File: config.mk
export PLATFORM = sky130hd
export DESIGN_NAME = lmsw_math
export DESIGN_NICKNAME = d
export VERILOG_FILES = /design/src/hdl/lmsw_pkg.sv /design/src/hdl/lmsw_math.sv
export SDC_FILE = /design/constraint.sdc
export NUM_CORES = 2
export LEC_CHECK = 0
export ABC_AREA = 1
export BUFFER_PORTS_ARGS = -buffer_cell sky130_fd_sc_hd__buf_2
export CAP_MARGIN = 40
export CELL_PAD_IN_SITES_DETAIL_PLACEMENT = 0
export CELL_PAD_IN_SITES_GLOBAL_PLACEMENT = 2
export CORE_ASPECT_RATIO = 1.75
export CORE_MARGIN = 2
export CORE_UTILIZATION = 41
export DETAILED_ROUTE_END_ITERATION = 8
export GPL_TIMING_DRIVEN = 0
export PLACE_DENSITY = 0.85
export SLEW_MARGIN = 15
export SYNTH_ARGS = -nofsm -noshare
export SYNTH_HDL_FRONTEND = slang
export SYNTH_SLANG_ARGS = --single-unit
File: constraint.sdc
create_clock -name aclk -period 26.2 [get_ports aclk]
set_clock_uncertainty 0.1 [all_clocks]
set_input_delay 1.31 -clock aclk [delete_from_list [all_inputs] [get_ports aclk]]
set_output_delay 1.31 -clock aclk [all_outputs]
set_load 0.005 [all_outputs]
File: src/hdl/lmsw_pkg.sv
// ----------------------------------------------------------------------------
// lmsw_pkg
// Shared sizes, codes and types for the local mean / std window filter.
// ----------------------------------------------------------------------------
package lmsw_pkg;

    localparam int MAX_WIDTH  = 1024;
    localparam int MAX_HEIGHT = 4096;
    localparam int MAX_RADIUS = 7;
    localparam int PIXEL_BITS = 16;
    localparam int STORE_ROWS = 2 * MAX_RADIUS + 2;
    localparam int COL_BITS   = $clog2(MAX_WIDTH);
    localparam int ROW_BITS   = $clog2(MAX_HEIGHT);
    localparam int SROW_BITS  = $clog2(STORE_ROWS);
    localparam int ADDR_BITS  = SROW_BITS + COL_BITS;
    localparam int DEPTH      = STORE_ROWS * MAX_WIDTH;

    // sums: 225 pixels max
    localparam int S_BITS  = 24;
    localparam int S2_BITS = 40;
    localparam int N_BITS  = 8;
    localparam int VAR_BITS = 64;
    localparam int ROOT_BITS = 40;

    localparam logic OP_PIXEL = 1'b0;
    localparam logic OP_FLUSH = 1'b1;

    localparam logic [1:0] REG_WIDTH  = 2'd0;
    localparam logic [1:0] REG_HEIGHT = 2'd1;
    localparam logic [1:0] REG_RADIUS = 2'd2;

    typedef struct packed {
        logic [S_BITS-1:0]   s;
        logic [S2_BITS-1:0]  s2;
        logic [N_BITS-1:0]   n;
        logic [COL_BITS-1:0] col;
        logic [ROW_BITS-1:0] row;
        logic                last;
    } sums_t;

    typedef struct packed {
        logic [23:0]         mean;
        logic [23:0]         sd;
        logic [COL_BITS-1:0] col;
        logic [ROW_BITS-1:0] row;
        logic                last;
    } result_t;

endpackage

File: src/hdl/lmsw_math.sv
// ----------------------------------------------------------------------------
// lmsw_math
// Mean and std from window sums: registered variance product,
// bit-serial square root, restoring dividers.
// ----------------------------------------------------------------------------
module lmsw_math (
    input  logic              aclk,
    input  logic              aresetn,
    input  logic              start,
    input  lmsw_pkg::sums_t   sums,
    output logic              busy,
    output logic              done,
    output lmsw_pkg::result_t res
);
    typedef enum logic [5:0] {
        M_IDLE = 6'b000001,
        M_MUL1 = 6'b000010,
        M_MUL2 = 6'b000100,
        M_SQRT = 6'b001000,
        M_DIV  = 6'b010000,
        M_DONE = 6'b100000
    } mstate_t;

    mstate_t state_reg, state_next;
    lmsw_pkg::sums_t in_reg;
    logic [63:0] a_reg, b_reg;
    logic [63:0] rem_reg, root_reg, bit_reg;
    logic [5:0]  cnt_reg;
    logic [31:0] mq_reg;   // mean quotient
    logic [8:0]  mr_reg;
    logic [39:0] sq_reg;   // std quotient (root dividend shifts out)
    logic [8:0]  sr_reg;
    logic [63:0] var_w;
    logic [63:0] t_w;
    logic [9:0]  mtry, stry;

    assign busy = (state_reg != M_IDLE);
    assign done = (state_reg == M_DONE);
    assign var_w = a_reg - b_reg;
    assign t_w = root_reg + bit_reg;
    assign mtry = {mr_reg, mq_reg[31]};
    assign stry = {sr_reg, sq_reg[39]};

    always_comb begin
        state_next = state_reg;
        case (state_reg)
            M_IDLE: if (start) state_next = M_MUL1;
            M_MUL1: state_next = M_MUL2;
            M_MUL2: state_next = M_SQRT;
            M_SQRT: if (cnt_reg == 6'd31) state_next = M_DIV;
            M_DIV:  if (cnt_reg == 6'd39) state_next = M_DONE;
            M_DONE: state_next = M_IDLE;
            default: state_next = M_IDLE;
        endcase
    end

    always_ff @(posedge aclk) begin
        if (!aresetn) begin
            state_reg <= M_IDLE;
        end else begin
            state_reg <= state_next;
        end
        case (state_reg)
            M_IDLE: begin
                in_reg  <= sums;
                cnt_reg <= '0;
            end
            M_MUL1: begin
                a_reg <= 64'(in_reg.s2) * 64'(in_reg.n);
                b_reg <= 64'(in_reg.s) * 64'(in_reg.s);
            end
            M_MUL2: begin
                rem_reg  <= {var_w[47:0], 16'd0};
                root_reg <= '0;
                bit_reg  <= 64'd1 << 62;
                mq_reg   <= {in_reg.s, 8'd0};
                mr_reg   <= '0;
                cnt_reg  <= '0;
            end
            M_SQRT: begin
                if (rem_reg >= t_w) begin
                    rem_reg  <= rem_reg - t_w;
                    root_reg <= (root_reg >> 1) + bit_reg;
                end else begin
                    root_reg <= root_reg >> 1;
                end
                bit_reg <= bit_reg >> 2;
                cnt_reg <= (cnt_reg == 6'd31) ? 6'd0 : cnt_reg + 6'd1;
                if (cnt_reg == 6'd31) begin
                    sq_reg <= '0;
                    sr_reg <= '0;
                end
            end
            M_DIV: begin
                if (cnt_reg == 6'd0) begin
                    sq_reg <= root_reg[39:0];
                end else begin
                    sq_reg <= {sq_reg[38:0], stry >= 10'(in_reg.n)};
                    sr_reg <= (stry >= 10'(in_reg.n)) ? 9'(stry - 10'(in_reg.n)) : 9'(stry);
                end
                if (cnt_reg < 6'd32) begin
                    mq_reg <= {mq_reg[30:0], mtry >= 10'(in_reg.n)};
                    mr_reg <= (mtry >= 10'(in_reg.n)) ? 9'(mtry - 10'(in_reg.n)) : 9'(mtry);
                end
                cnt_reg <= cnt_reg + 6'd1;
            end
            default: ;
        endcase
    end

    // sq_reg took 39 shift steps after load; one more step happens at done
    logic [39:0] sq_fin;
    assign sq_fin = {sq_reg[38:0], stry >= 10'(in_reg.n)};

    always_comb begin
        res.mean = mq_reg[23:0];
        res.sd   = sq_fin[23:0];
        res.col  = in_reg.col;
        res.row  = in_reg.row;
        res.last = in_reg.last;
    end
endmodule

==> flow_summary_export.csv <==
group,metric,value,unit
synthesis,ys_types,50,
detailed_routing,wl_per_cell,24.52,um
detailed_routing,wirelength,266.8,mm
synthesis,synth_fa_ha_area_share,29.93,%
clocking,cts_tree,"built",
detailed_routing,drc,0,
sta,finalMaxSlewViolations,0,
detailed_routing,postRouteAntennaNets,0,
job,drv_cap,0,
critical_path,slowest_delay,0.75,ns
critical_path,r2r_slack,18.11,ns
synthesis,synth_xor_area_share,2.582,%
synthesis,syn_avg_cell_area,7.275,um^2
floorplan,die_w,298.1,um
global_route,grt_util_all_layers,34.56,%
synthesis,ys_ff_latch,452,
sta,fmax,0.1236,GHz
floorplan,rows,188,
critical_path,cp_slowest_cell,"edfxtp_1",
sta,hold_viol_final,0,
synthesis,netlist_area,62080,um^2
clocking,cts.sinks,452,
critical_path,required,26.57,ns
placement,globalplace.congestion,1.035,
critical_path,cp_common_cell,"fa_1",
sta,finalCriticalPeriod,8.093,ns
global_route,grt_max_degree,78,
critical_path,cp_max_fo,10,
synthesis,synth-seq-area-share,21.77,%
final_layout,largest_register_ffs,72,
synthesis,syn_nets,9724,
clocking,post_cts_buffers,0,
detailed_routing,drt-pass1-iter-count,6,
floorplan,initial_core_util,41.37,%
clocking,clk_latency,0.74,ns
clocking,hold_buffers,0,
clocking,cts_buffer_depth,3,
clocking,numCtsBuffers,53,
synthesis,async_flop_share,0,%
detailed_routing,drt-met1-wl,79.43,mm
final_layout,fin_cells,10880,
synthesis,synthSimpleGateAreaFrac,24.05,%
clocking,cts-resized-gates,0,
floorplan,die_area,154700,um^2
floorplan,ios,171,
final_layout,fin_util,45.51,%
detailed_routing,drt_iter0_markers,3155,
final_layout,nets,10030,
min_path,min_path_type,"register to register",
synthesis,muxShareOfSynthArea,0.01612,%
final_layout,final_common_cell,"nand2_1",
final_layout,mostFrequentLayoutCells,"2338 x nand2_1, 1943 x inv_1, 741 x nor2_1, 653 x fa_1, 446 x edfxtp_1",
sta,slew_headroom,30.28,%
clocking,htree_levels,2,
critical_path,path_class,"register to register",
global_route,grt-ovfl-total,0,
final_layout,final_layout_size_suffix_gt1_share,5.831,%
global_route,grt_pass1_wl,385.4,mm
detailed_routing,top_layer,"met5",
synthesis,synth_top_family_by_area,"adder cells",
sta,tightest_slew,1.039,ns
outcome,status,"completed",
critical_path,crit_chain,"clkbuf_1 -> clkbuf_1 -> nand2_1 -> fa_1 -> inv_1 -> fa_1 -> inv_1 -> fa_1 -> fa_1 -> inv_1 -> fa_1 -> fa_1 -> inv_1 -> fa_1 -> inv_1 -> ha_1 -> a21oi_1 -> o21ai_0 -> a21oi_1 -> nor2_1 -> o21ai_0 -> nand3_1 -> nand2_1 -> nand2_1",
synthesis,synth_compound_area_share,7.673,%
synthesis,yosysWarningCount,0,
sta,setup_viol,0,
critical_path,arrival,8.46,ns
detailed_routing,met2_length,144.1,mm
placement,io_buffer_count,170,
final_layout,area_delta_synth_final,10.03,%
synthesis,synthFlopType,"edfxtp_1",
detailed_routing,post_drt_via_cell_ratio,5.156,
global_route,antenna_found_initial,12,
floorplan,core_area,150100,um^2
synthesis,synth_edf_count,446,
sta,tns,0,ns
critical_path,reg2reg_depth,24,
detailed_routing,met3_length,9.903,mm
placement,dpl.hpwl,227.7,mm
critical_path,cp-end-kind,"register",
min_path,worst_hold_path.num_cells,2,
global_route,grt_pass1_vias,59900,
placement,place_inst,10770,
sta,rsz0062_at_grt,"no",
floorplan,die_y,518.8,um
clocking,clk_pin_slew,0.06,ns
detailed_routing,vias,56120,
sta,min_period_over_period,30.89,%
clocking,cts-root-buf,"clkbuf_16",
synthesis,synthCells,8533,
critical_path,crit_path_start_kind,"register",
[worst max-delay path, delay by kind of cell (launching register included)]
family | cells | cell delay, ns
AO/OA/AOI/OAI | 4 | 1.10
adder cells (fa/ha/maj) | 8 | 3.98
buffers and inverters | 7 | 1.39
flip-flops | 1 | 0.75
AND/OR/NAND/NOR | 5 | 0.52
[cell families after synthesis]
family          count (synthesis)
compound gates                894
xor+xnor                      183
fa+ha+maj                    1093
buf+inv                      2214
flops                         452
mux                             1
simple gates                 3696
[cell usage after synthesis (2+ instances only)]
cell type | number | share of area, %
o21a_1 | 17 | 0.21
nor2_2 | 8 | 0.081
o31ai_1 | 2 | 0.024
and3_1 | 3 | 0.030
buf_8 | 2 | 0.048
a21boi_0 | 8 | 0.097
nand3b_1 | 38 | 0.46
xnor2_1 | 57 | 0.80
ha_1 | 440 | 8.9
nor4_1 | 14 | 0.14
nand2_2 | 4 | 0.040
nand2_1 | 2340 | 14
inv_1 | 1944 | 12
buf_1 | 6 | 0.036
a21oi_1 | 404 | 3.3
or2_2 | 5 | 0.050
nor3b_1 | 3 | 0.036
nor3_1 | 72 | 0.58
inv_2 | 2 | 0.012
clkbuf_2 | 40 | 0.32
buf_2 | 20 | 0.16
o21ai_0 | 360 | 2.9
o21ai_1 | 11 | 0.089
nand4_1 | 73 | 0.74
a211oi_1 | 4 | 0.048
a21o_1 | 23 | 0.28
fa_1 | 653 | 21
a31oi_1 | 15 | 0.15
nand2_4 | 2 | 0.036
nor2_1 | 743 | 4.5
o211ai_1 | 6 | 0.073
xor2_1 | 126 | 1.8
buf_4 | 73 | 0.88
edfxtp_1 | 446 | 22
and2_1 | 16 | 0.16
dfxtp_1 | 6 | 0.19
clkbuf_1 | 126 | 0.76
o22ai_1 | 4 | 0.040
o21bai_1 | 35 | 0.42
nand3_1 | 371 | 3.0
nor3_2 | 2 | 0.032
[final timing paths]
path / start / to
max: in_reg[71]$_DFFE_PP_ / b_reg[46]$_DFFE_PP_
min: mq_reg[24]$_DFFE_PP_ / mq_reg[25]$_DFFE_PP_
max reg2reg: in_reg[71]$_DFFE_PP_ / b_reg[46]$_DFFE_PP_
min reg2reg: mq_reg[24]$_DFFE_PP_ / mq_reg[25]$_DFFE_PP_
[layout make-up]
class / instances / area (um^2)
Fill cell: 16140 / 81770
Multi-Input combinational cell: 5867 / 39950
Sequential cell: 452 / 13510
Inverter: 1947 / 7313
Tap cell: 1995 / 2496
Timing Repair Buffer: 252 / 1819
Buffer: 267 / 1380
Clock buffer: 56 / 1338
Clock inverter: 42 / 485.5
Antenna cell: 6 / 15.01
[metrics by stage]
stage                     hold slack, ns  worst slack [ns]  area, um^2
final                             0.4113             18.11       68310
after floorplan                   0.3244             15.45       62080
after detailed placement          0.4006             18.05       66310
after CTS                         0.4156             18.07       68130
after global placement            0.4078             11.04       65430
after global routing              0.4454             17.85       68290
[per-layer routing]
metal  up-vias  track usage, %
li1      26780               -
met1     26860           29.11
met2      1616           66.55
met3       866           4.820
met4         6           34.97
met5         -               0
Power is not shown: default switching activity piles up to over one toggle a cycle in this logic, so the estimate is an artifact.
